$ cat src/scx_pkg.sv
package scx_pkg;

  // Channel and buffer geometry.
  localparam int CHANNELS = 9;
  localparam int MAX_LEN = 32;

  // Field widths of the transactions.
  localparam int CH_W = 4;
  localparam int BYTE_W = 8;
  localparam int STATUS_W = 3;
  localparam int TLEN_W = 6;
  localparam int CFG_IDX_W = 2;

  // Widths derived from the geometry.
  localparam int CH_IDX_W = (CHANNELS > 1) ? $clog2(CHANNELS) : 1;
  localparam int LEN_W = $clog2(MAX_LEN + 1);
  localparam int POS_W = (MAX_LEN > 1) ? $clog2(MAX_LEN) : 1;
  localparam int STORE_DEPTH = CHANNELS * MAX_LEN;
  localparam int ADDR_W = $clog2(STORE_DEPTH);

  // Queue between the front and the back part.
  localparam int QUEUE_DEPTH = 2;
  localparam int QPTR_W = 1;
  localparam int QCNT_W = 2;

  // Configuration register indexes.
  typedef enum logic [CFG_IDX_W-1:0] {
    CFG_WRITE_ALLOWED = 2'd0,
    CFG_START_CODE    = 2'd1,
    CFG_END_CODE      = 2'd2
  } cfg_index_t;

  // Result status codes.
  typedef enum logic [STATUS_W-1:0] {
    ST_STORED      = 3'd0,
    ST_STARTED     = 3'd1,
    ST_COMPLETED   = 3'd2,
    ST_REJECTED    = 3'd3,
    ST_BAD_CHANNEL = 3'd4,
    ST_DROPPED     = 3'd5
  } status_t;

  // Classification made by the front part.
  typedef enum logic [2:0] {
    KIND_REJECT,
    KIND_BAD,
    KIND_START,
    KIND_END,
    KIND_DATA
  } kind_t;

  // One classified byte waiting in the queue.
  typedef struct packed {
    kind_t              kind;
    logic [CH_W-1:0]    channel;
    logic [BYTE_W-1:0]  data_byte;
    logic               packet_end;
  } entry_t;

endpackage

$ cat src/scx_in_if.sv
interface scx_in_if;
  logic                         valid;
  logic                         ready;
  logic [scx_pkg::CH_W-1:0]     channel;
  logic [scx_pkg::BYTE_W-1:0]   data_byte;
  logic                         packet_end;

  modport source(output valid, output channel, output data_byte, output packet_end,
                 input ready);
  modport sink(input valid, input channel, input data_byte, input packet_end,
               output ready);
endinterface

$ cat src/scx_out_if.sv
interface scx_out_if;
  logic                         valid;
  logic                         ready;
  scx_pkg::status_t             status;
  logic [scx_pkg::CH_W-1:0]     channel_out;
  logic [scx_pkg::TLEN_W-1:0]   text_length;
  logic                         text_changed;
  logic                         display_update;
  logic                         packet_end_out;

  modport source(output valid, output status, output channel_out, output text_length,
                 output text_changed, output display_update, output packet_end_out,
                 input ready);
  modport sink(input valid, input status, input channel_out, input text_length,
               input text_changed, input display_update, input packet_end_out,
               output ready);
endinterface

$ cat src/scx_cfg_if.sv
interface scx_cfg_if;
  logic                             valid;
  logic                             ready;
  logic [scx_pkg::CFG_IDX_W-1:0]    index;
  logic [scx_pkg::BYTE_W-1:0]       data;

  modport source(output valid, output index, output data, input ready);
  modport sink(input valid, input index, input data, output ready);
endinterface

$ cat src/scx_front.sv
module scx_front (
  input  logic            clk,
  input  logic            rst,
  scx_in_if.sink          bytes,
  scx_cfg_if.sink         cfg,
  output logic            push_valid,
  input  logic            push_ready,
  output scx_pkg::entry_t push_entry
);
  import scx_pkg::*;

  logic              write_allowed;
  logic [BYTE_W-1:0] start_code;
  logic [BYTE_W-1:0] end_code;
  logic              bad_channel;

  // Configuration writes are always taken.
  assign cfg.ready = 1'b1;

  always_ff @(posedge clk) begin
    if (rst) begin
      write_allowed <= 1'b0;
      start_code    <= 8'd2;
      end_code      <= 8'd3;
    end else if (cfg.valid) begin
      case (cfg.index)
        CFG_WRITE_ALLOWED: write_allowed <= cfg.data[0];
        CFG_START_CODE:    start_code    <= cfg.data;
        CFG_END_CODE:      end_code      <= cfg.data;
        default: ;
      endcase
    end
  end

  // Channel numbers at or above the channel count are invalid.
  assign bad_channel = {1'b0, bytes.channel} >= (CH_W + 1)'(CHANNELS);

  // Classify the byte; a start code wins over an equal end code.
  always_comb begin
    push_entry.channel    = bytes.channel;
    push_entry.data_byte  = bytes.data_byte;
    push_entry.packet_end = bytes.packet_end;
    if (!write_allowed) begin
      push_entry.kind = KIND_REJECT;
    end else if (bad_channel) begin
      push_entry.kind = KIND_BAD;
    end else if (bytes.data_byte == start_code) begin
      push_entry.kind = KIND_START;
    end else if (bytes.data_byte == end_code) begin
      push_entry.kind = KIND_END;
    end else begin
      push_entry.kind = KIND_DATA;
    end
  end

  assign push_valid  = bytes.valid;
  assign bytes.ready = push_ready;

endmodule

$ cat src/scx_queue.sv
module scx_queue (
  input  logic            clk,
  input  logic            rst,
  input  logic            push_valid,
  output logic            push_ready,
  input  scx_pkg::entry_t push_entry,
  output logic            pop_valid,
  input  logic            pop_ready,
  output scx_pkg::entry_t pop_entry
);
  import scx_pkg::*;

  entry_t             slots [QUEUE_DEPTH];
  logic [QPTR_W-1:0]  wr_ptr;
  logic [QPTR_W-1:0]  rd_ptr;
  logic [QCNT_W-1:0]  count;
  logic               do_push;
  logic               do_pop;

  assign push_ready = count < QCNT_W'(QUEUE_DEPTH);
  assign pop_valid  = count != '0;
  assign pop_entry  = slots[rd_ptr];
  assign do_push    = push_valid && push_ready;
  assign do_pop     = pop_valid && pop_ready;

  // Pointer and occupancy bookkeeping.
  always_ff @(posedge clk) begin
    if (rst) begin
      wr_ptr <= '0;
      rd_ptr <= '0;
      count  <= '0;
    end else begin
      if (do_push) begin
        wr_ptr <= wr_ptr + 1'b1;
      end
      if (do_pop) begin
        rd_ptr <= rd_ptr + 1'b1;
      end
      if (do_push && !do_pop) begin
        count <= count + 1'b1;
      end else if (do_pop && !do_push) begin
        count <= count - 1'b1;
      end
    end
  end

  // Entry storage.
  always_ff @(posedge clk) begin
    if (do_push) begin
      slots[wr_ptr] <= push_entry;
    end
  end

endmodule

$ cat src/scx_back.sv
module scx_back (
  input  logic            clk,
  input  logic            rst,
  input  logic            pop_valid,
  output logic            pop_ready,
  input  scx_pkg::entry_t pop_entry,
  scx_out_if.source       results
);
  import scx_pkg::*;

  // Item between the issue stage and the compare stage.
  typedef struct packed {
    status_t             status;
    logic [CH_W-1:0]     channel;
    logic [CH_IDX_W-1:0] ch_idx;
    logic [LEN_W-1:0]    len;
    logic                old_valid;
    logic [BYTE_W-1:0]   data_byte;
    logic                packet_end;
  } stage_t;

  // Per-channel state. The high-water mark tells which entries were ever
  // written; entries at or above it read zero, so the store needs no reset.
  logic [LEN_W-1:0]   fill_count [CHANNELS];
  logic [LEN_W-1:0]   high_water [CHANNELS];
  logic               changed    [CHANNELS];
  logic [BYTE_W-1:0]  text_mem   [STORE_DEPTH];
  logic [BYTE_W-1:0]  rd_data;

  logic                issue;
  logic [CH_IDX_W-1:0] ci;
  logic [LEN_W-1:0]    cnt;
  logic                full;
  logic                store;
  logic [ADDR_W-1:0]   addr;
  stage_t              s1;

  stage_t              b2;
  logic                b2_valid;
  logic                b2_adv;
  logic                flag;
  logic [BYTE_W-1:0]   old_byte;
  logic                chg;
  logic                disp;
  logic                out_valid;

  // Issue stage: read-modify-write of the count and the text store.
  assign ci    = pop_entry.channel[CH_IDX_W-1:0];
  assign cnt   = fill_count[ci];
  assign full  = cnt >= LEN_W'(MAX_LEN);
  assign store = (pop_entry.kind == KIND_DATA) && !full;
  assign addr  = ADDR_W'(ci) * ADDR_W'(MAX_LEN) + ADDR_W'(cnt[POS_W-1:0]);

  assign b2_adv    = b2_valid && (!out_valid || results.ready);
  assign issue     = pop_valid && (!b2_valid || b2_adv);
  assign pop_ready = !b2_valid || b2_adv;

  always_comb begin
    s1.channel    = pop_entry.channel;
    s1.ch_idx     = ci;
    s1.data_byte  = pop_entry.data_byte;
    s1.packet_end = pop_entry.packet_end;
    s1.old_valid  = cnt < high_water[ci];
    s1.len        = cnt;
    case (pop_entry.kind)
      KIND_REJECT: begin
        s1.status = ST_REJECTED;
        s1.len    = '0;
      end
      KIND_BAD: begin
        s1.status = ST_BAD_CHANNEL;
        s1.len    = '0;
      end
      KIND_START: begin
        s1.status = ST_STARTED;
        s1.len    = '0;
      end
      KIND_END: begin
        s1.status = ST_COMPLETED;
      end
      default: begin
        if (full) begin
          s1.status = ST_DROPPED;
        end else begin
          s1.status = ST_STORED;
          s1.len    = cnt + 1'b1;
        end
      end
    endcase
  end

  // Counts and marks move at issue so the next byte of the channel sees them.
  always_ff @(posedge clk) begin
    if (rst) begin
      for (int i = 0; i < CHANNELS; i++) begin
        fill_count[i] <= '0;
        high_water[i] <= '0;
      end
    end else if (issue) begin
      if (pop_entry.kind == KIND_START) begin
        fill_count[ci] <= '0;
      end else if (store) begin
        fill_count[ci] <= cnt + 1'b1;
        if (cnt == high_water[ci]) begin
          high_water[ci] <= high_water[ci] + 1'b1;
        end
      end
    end
  end

  // Text store: the old byte is read while the new one is written.
  always_ff @(posedge clk) begin
    if (issue) begin
      rd_data <= text_mem[addr];
      if (store) begin
        text_mem[addr] <= pop_entry.data_byte;
      end
    end
  end

  always_ff @(posedge clk) begin
    if (rst) begin
      b2_valid <= 1'b0;
    end else if (issue) begin
      b2_valid <= 1'b1;
    end else if (b2_adv) begin
      b2_valid <= 1'b0;
    end
  end

  always_ff @(posedge clk) begin
    if (issue) begin
      b2 <= s1;
    end
  end

  // Compare stage: changed flags are updated in item order here.
  assign flag     = changed[b2.ch_idx];
  assign old_byte = b2.old_valid ? rd_data : '0;

  always_comb begin
    chg  = 1'b0;
    disp = 1'b0;
    case (b2.status)
      ST_STORED:    chg = flag || (old_byte != b2.data_byte);
      ST_STARTED:   chg = 1'b0;
      ST_COMPLETED: begin
        chg  = flag;
        disp = flag;
      end
      ST_DROPPED:   chg = flag;
      default:      chg = 1'b0;
    endcase
  end

  always_ff @(posedge clk) begin
    if (rst) begin
      for (int i = 0; i < CHANNELS; i++) begin
        changed[i] <= 1'b0;
      end
    end else if (b2_adv && (b2.status == ST_STORED || b2.status == ST_STARTED)) begin
      changed[b2.ch_idx] <= chg;
    end
  end

  // Output register; it holds its transaction until the sink takes it.
  always_ff @(posedge clk) begin
    if (rst) begin
      out_valid <= 1'b0;
    end else if (b2_adv) begin
      out_valid <= 1'b1;
    end else if (results.ready) begin
      out_valid <= 1'b0;
    end
  end

  always_ff @(posedge clk) begin
    if (b2_adv) begin
      results.status         <= b2.status;
      results.channel_out    <= b2.channel;
      results.text_length    <= TLEN_W'(b2.len);
      results.text_changed   <= chg;
      results.display_update <= disp;
      results.packet_end_out <= b2.packet_end;
    end
  end

  assign results.valid = out_valid;

`ifndef SYNTHESIS
  // A stalled compare stage keeps its item.
  a_stage_hold: assert property (@(posedge clk) disable iff (rst)
    b2_valid && !b2_adv |=> b2_valid && $stable(b2))
    else $error("compare stage item changed while stalled");

  // A fill count never passes the buffer length.
  a_len_bound: assert property (@(posedge clk) disable iff (rst)
    b2_valid |-> b2.len <= LEN_W'(MAX_LEN))
    else $error("fill count beyond buffer length");

  // Rejected and bad-channel results carry no length and no flags.
  a_reject_zero: assert property (@(posedge clk) disable iff (rst)
    b2_adv && (b2.status == ST_REJECTED || b2.status == ST_BAD_CHANNEL)
    |=> results.text_length == '0 && !results.text_changed && !results.display_update)
    else $error("rejected result carries state");

  // A display update only comes with a completed frame.
  a_disp_completed: assert property (@(posedge clk) disable iff (rst)
    out_valid && results.display_update |-> results.status == ST_COMPLETED)
    else $error("display update on a result that is not a completion");
`endif

endmodule

$ cat src/multichannel_stx_etx_string_collector_top.sv
// Multichannel start/end framed text collector.
// The bytes channel carries one byte per transaction, tagged with a channel
// number. Each channel has its own text buffer, fill count and changed flag.
// A start code clears the count and flag, an end code reports the frame
// length and asks for a display update when the stored text changed, and any
// other byte overwrites the buffer at the count unless the buffer is full.
// The results channel returns exactly one transaction per byte, in order.
// The cfg channel writes write_allowed (index 0), start_code (1) and
// end_code (2); it is always ready. The user must write it only while the
// block idles; the block itself does not enforce this. Throughput is one
// byte per cycle while the receiver takes results, set by the single
// read-modify-write of the text store memory in the back part.
// A two-entry queue separates classification from the store update, and an
// output register holds each result; when the receiver stalls, the output
// register, the compare stage and then the queue fill before bytes.ready
// drops. Reset clears all counts and flags, resets configuration at once;
// buffer contents read as zero until written, so no clearing pass is needed.
module multichannel_stx_etx_string_collector_top (
  input  logic      clk,
  input  logic      rst,
  scx_in_if.sink    bytes,
  scx_cfg_if.sink   cfg,
  scx_out_if.source results
);
  import scx_pkg::*;

  logic   push_valid;
  logic   push_ready;
  entry_t push_entry;
  logic   pop_valid;
  logic   pop_ready;
  entry_t pop_entry;

  scx_front u_front (
    .clk        (clk),
    .rst        (rst),
    .bytes      (bytes),
    .cfg        (cfg),
    .push_valid (push_valid),
    .push_ready (push_ready),
    .push_entry (push_entry)
  );

  scx_queue u_queue (
    .clk        (clk),
    .rst        (rst),
    .push_valid (push_valid),
    .push_ready (push_ready),
    .push_entry (push_entry),
    .pop_valid  (pop_valid),
    .pop_ready  (pop_ready),
    .pop_entry  (pop_entry)
  );

  scx_back u_back (
    .clk       (clk),
    .rst       (rst),
    .pop_valid (pop_valid),
    .pop_ready (pop_ready),
    .pop_entry (pop_entry),
    .results   (results)
  );

endmodule
$ cat src/flat_wrapper.sv
// flat-port wrapper written by rule: the top's interface ports become plain ports
module multichannel_stx_etx_string_collector_top_flat import scx_pkg::*;
  (clk, rst, bytes_valid, bytes_channel, bytes_data_byte, bytes_packet_end, bytes_ready, cfg_valid, cfg_index, cfg_data, cfg_ready, results_valid, results_status, results_channel_out, results_text_length, results_text_changed, results_display_update, results_packet_end_out, results_ready);
  scx_in_if bytes_i ();
  scx_cfg_if cfg_i ();
  scx_out_if results_i ();
  input  logic clk;
  input  logic rst;
  input wire logic [$bits(bytes_i.valid)-1:0] bytes_valid;
  input wire logic [$bits(bytes_i.channel)-1:0] bytes_channel;
  input wire logic [$bits(bytes_i.data_byte)-1:0] bytes_data_byte;
  input wire logic [$bits(bytes_i.packet_end)-1:0] bytes_packet_end;
  output wire logic [$bits(bytes_i.ready)-1:0] bytes_ready;
  input wire logic [$bits(cfg_i.valid)-1:0] cfg_valid;
  input wire logic [$bits(cfg_i.index)-1:0] cfg_index;
  input wire logic [$bits(cfg_i.data)-1:0] cfg_data;
  output wire logic [$bits(cfg_i.ready)-1:0] cfg_ready;
  output wire logic [$bits(results_i.valid)-1:0] results_valid;
  output wire logic [$bits(results_i.status)-1:0] results_status;
  output wire logic [$bits(results_i.channel_out)-1:0] results_channel_out;
  output wire logic [$bits(results_i.text_length)-1:0] results_text_length;
  output wire logic [$bits(results_i.text_changed)-1:0] results_text_changed;
  output wire logic [$bits(results_i.display_update)-1:0] results_display_update;
  output wire logic [$bits(results_i.packet_end_out)-1:0] results_packet_end_out;
  input wire logic [$bits(results_i.ready)-1:0] results_ready;
  assign bytes_i.valid = bytes_valid;
  assign bytes_i.channel = bytes_channel;
  assign bytes_i.data_byte = bytes_data_byte;
  assign bytes_i.packet_end = bytes_packet_end;
  assign bytes_ready = bytes_i.ready;
  assign cfg_i.valid = cfg_valid;
  assign cfg_i.index = cfg_index;
  assign cfg_i.data = cfg_data;
  assign cfg_ready = cfg_i.ready;
  assign results_valid = results_i.valid;
  assign results_status = results_i.status;
  assign results_channel_out = results_i.channel_out;
  assign results_text_length = results_i.text_length;
  assign results_text_changed = results_i.text_changed;
  assign results_display_update = results_i.display_update;
  assign results_packet_end_out = results_i.packet_end_out;
  assign results_i.ready = results_ready;
  multichannel_stx_etx_string_collector_top u_core (.clk(clk), .rst(rst), .bytes(bytes_i), .cfg(cfg_i), .results(results_i));
endmodule
$ cat config.mk
export PLATFORM = sky130hd
export DESIGN_NAME = multichannel_stx_etx_string_collector_top_flat
export DESIGN_NICKNAME = d
export VERILOG_FILES = /design/src/scx_pkg.sv /design/src/scx_in_if.sv /design/src/scx_out_if.sv /design/src/scx_cfg_if.sv /design/src/scx_front.sv /design/src/scx_queue.sv /design/src/scx_back.sv /design/src/multichannel_stx_etx_string_collector_top.sv /design/src/flat_wrapper.sv
export SDC_FILE = /design/constraint.sdc
export NUM_CORES = 2
export LEC_CHECK = 0
export BUFFER_PORTS_ARGS = -buffer_cell sky130_fd_sc_hd__buf_4
export CAP_MARGIN = 20
export CELL_PAD_IN_SITES_DETAIL_PLACEMENT = 0
export CELL_PAD_IN_SITES_GLOBAL_PLACEMENT = 1
export CORE_MARGIN = 8
export CORE_UTILIZATION = 35
export CTS_CLUSTER_SIZE = 8
export DETAILED_ROUTE_END_ITERATION = 6
export PLACE_DENSITY = 0.61
export SETUP_SLACK_MARGIN = 0.05
export SYNTH_ARGS = -nofsm -noshare
export SYNTH_HDL_FRONTEND = slang
export SYNTH_SLANG_ARGS = --single-unit
$ cat constraint.sdc
create_clock -name clk -period 5 [get_ports clk]
set_input_delay 1 -clock clk [delete_from_list [all_inputs] [get_ports clk]]
set_output_delay 1 -clock clk [all_outputs]
set_load 0.02 [all_outputs]
==> impl_metrics.ini <==
[drt]
num_vias = 70686
wl_per_cell_um = 30.22
vias_per_cell = 5.628
drt_first_pass_iters = 7
remaining_drc_errors = 0
drtAntennaViolNets = 0
wirelength_um = 379500
drtIter0Drc = 9145

[pwr]
p_leak_uw = 0.04345
power.internal_uw = 47710
power_density_nw_per_um2 = 617.8
netSwitchingFraction = 0.3855
p_clk_frac = 0.287
switching_power_uw = 29930
vdd_drop_max_v = 0.0004026
power_frac_comb = 0.368
seqPwrFrac = 0.345

[place]
place_inst = 12122
gp_congestion = 0.8768
place_hpwl_um = 243700
port_buffers = 45
place_area_um2 = 115700

[setup_path]
required_ns = 5.66
end_kind = flip-flop
startpoint_type = flip-flop
critPathSlowestCell = or4_1
path_max_fanout = 14
cpPeakStageDelay_ns = 0.48
path_common_cell = buf_4
timing.reg2reg.setup_slack_ns = 0.15
path_cells = mux2i_4 -> inv_4 -> buf_12 -> mux4_2 -> o21ai_0 -> and4_2 -> buf_12 -> buf_4 -> nand2_1 -> buf_4 -> buf_4 -> a31oi_1 -> nor4_1 -> nand3_1 -> o2111ai_1 -> buf_4 -> or4_1
r2r_cells = 17
rr_endpoint = u_core.u_back.rd_data[0]$_DFFE_PP_
cp.arrival_ns = 5.51
worst-setup-path-type = flip-flop to flip-flop

[layout]
drive_gt1_frac = 0.1600
seq_area_um2 = 78370
area_growth_pct = 19.24
final_cell_area_um2 = 125700
layoutNonFillerInstCount = 12560
multi_input_area_um2 = 25090
fin_nets = 8574
fill_cells = 27471

[sta]
fin_crit_ns = 4.855
slew_headroom = 0.2498
rsz0062_at_grt = false
skew_ns = 0.05007
timing.fmax_ghz = 0.2060
period_share = 0.9709
tns_ns = 0
slew_violations = 0
hold_viol = 0
setup_viol = 0
tightestPinTransition_ns = 1.121

[hold_path]
hold_class = primary input to flip-flop
hold_depth = 1
min_from = bytes_packet_end
hold_end = u_core.u_queue.slots[0][0]$_DFFE_PP_

[yosys]
syn_inst = 7826
synth_top_family_by_area = simple AND/OR/NAND/NOR gates
syn-cell-area_um2 = 105400
yosys-top-cells-area = edfxtp_1 74%, nand2_1 7.0%, nand3_1 4.1%
synth.distinct_cells = 73
synth_compound_gate_area_share = 0.04562
synth_nets = 7866
synth_warnings = 0
post-synth-top-count-cell = edfxtp_1
synthMuxAreaShare = 0.03893
ys_ff_latch = 2619
yosysTopAreaCellShare = 0.7381
synth_edf_count = 2591
synth.largest_area_cell = edfxtp_1
yosys-top-cells-count = 2591 x edfxtp_1, 1969 x nand2_1, 855 x nand3_1
seq_area_frac_synth = 0.7435
synth_flop_cell = edfxtp_1
synth_fa_ha_area_frac = 0.001424
syn_area_per_cell_um2 = 13.47
yosys.area_share.simple = 0.1456
async_flop_share = 0
synthXorXnorAreaFrac = 0.002576

[cts]
cts_buffers = 367
cts_buffer_depth = 4
postCtsHoldBufs = 0
cts_sinks = 2619
cts_setup_buffers = 0
cts_root_buf = clkbuf_16
cts.clk_slew.worst_paths_ns = 0.05
tritoncts = done
h-tree-depth = 5
clock_latency_ns = 0.94

[grt]
grt-ovfl-total = 0
grt_pass1_vias = 67669
grt_pass1_wl_um = 529500
grt_max_degree = 174
gr-usage-all-layers = 0.2305
antenna_found_initial = 19

[floorplan]
die_y_um = 564.8
core.rowCount = 201
io_pins = 47
start_util = 0.3516
fp.dieW_um = 564.8
die-area_um2 = 319000
core_um2 = 299800

[job]
cap_violations = 0

[run_status]
status = complete, no violations
[flip-flops by register name, summed over array words and instances (netlist names), 2 cells and up, named ones only]
name	count
u_core.u_back.text_mem	2304
u_core.u_back.fill_count	96
u_core.u_back.high_water	96
u_core.u_queue.slots	32
u_core.u_back.b2	23
u_core.u_back.changed	16
u_core.u_back.rd_data	8
u_core.u_front.end_code	8
u_core.u_front.start_code	8
u_core.u_back.results.text_length	6
u_core.u_back.results.channel_out	4
u_core.u_back.results.status	3
u_core.u_queue.count	2
[layer usage]
layer,part of all wire,track usage
met4,0.042,0.08777
met3,0.092,0.04474
met2,0.46,0.3645
met1,0.41,0.3153
met5,0.00013,0
[cells by family (layout without fill, tap and decap cells)]
family	count (synthesis)	after routing
XOR/XNOR	31	31
adder cells (fa/ha/maj)	12	12
AND/OR/NAND/NOR	3613	3613
multiplexers	336	336
other	1	13
AO/OA/AOI/OAI	694	694
buffers and inverters	520	1284
flip-flops	2619	2619
[layout by cell type (no fill, tap or decap), types with 14 or more instances in the layout]
master / count
a211oi_1: 18
a21oi_1: 169
a221o_1: 15
a221oi_1: 30
a22oi_1: 18
a311oi_1: 70
a31oi_1: 72
a32o_1: 17
a32oi_1: 50
and3_1: 103
buf_12: 75
buf_4: 756
clkbuf_1: 28
clkbuf_16: 369
dfxtp_1: 27
edfxtp_1: 2591
inv_1: 14
mux2i_1: 264
mux4_2: 56
nand2_1: 1968
nand3_1: 839
nand3_2: 16
nand4_1: 26
nor2_1: 473
nor3_1: 79
nor4_1: 23
o211ai_1: 24
o21ai_0: 84
o22ai_1: 28
o31ai_1: 19
xnor2_1: 19
[metrics by stage]
step | hold WS [ns] | utilization | setup slack (ns) | power (uW)
after floorplan | 0.4003 | - | 0.3115 | 41410
after global placement | 0.4044 | 0.3857 | -0.3598 | 55160
after detailed placement | 0.4115 | 0.3859 | -0.2520 | 55350
after CTS | 0.2375 | 0.4190 | 0.08650 | 77680
after global routing | 0.2647 | 0.4192 | 0.05096 | 80020
final | 0.3000 | 0.4192 | 0.1453 | 77640
[area by class of cell]
class / instances / share of cell area
diodes: 12 / 0.0002389
clock buffers: 397 / 0.07431
clock inverters: 28 / 0.004271
inverters: 22 / 0.0009458
multi-input cells: 4687 / 0.1996
flip-flops and latches: 2619 / 0.6235
well taps: 3958 / 0.03940
repair buffers: 837 / 0.05765
[power groups by stage]
stage	combinational (uW)	sequential, uW	clock, uW
finish	28600	26800	22300
global route	29800	26800	23400
CTS	28300	26800	22600
detailed placement	28100	27200	0
global placement	28000	27200	0
floorplan	14100	27300	0
[timing repair]
| action | CTS | global route |
|---|---|---|
| gates resized for setup | 14 | 7 |
| endpoints found under the setup margin | 6 | 5 |
| cloned | 0 | 0 |
[how the worst max path moves through the flow]
stage	start	to	slack (ns)	cells after the start
final	flip-flop	u_core.u_back.rd_data[0]$_DFFE_PP_	0.15	17
after global routing	flip-flop	u_core.u_back.rd_data[5]$_DFFE_PP_	0.05	16
after CTS	flip-flop	u_core.u_back.rd_data[0]$_DFFE_PP_	0.09	17
after detailed placement	flip-flop	u_core.u_back.rd_data[1]$_DFFE_PP_	-0.25	17
after global placement	flip-flop	u_core.u_back.rd_data[0]$_DFFE_PP_	-0.36	13
after floorplan	flip-flop	u_core.u_back.text_mem[207][0]$_DFFE_PP_	0.31	19
[worst max-delay path: cells and delay by family, from the launching register on]
family | cells | cell delay (ns)
buffers and inverters | 7 | 1.42
and+or+nand+nor | 5 | 1.40
muxes | 2 | 0.71
AOI/OAI and AO/OA | 3 | 0.62
DFF | 1 | 0.43
(Power assumes the default switching activity.)
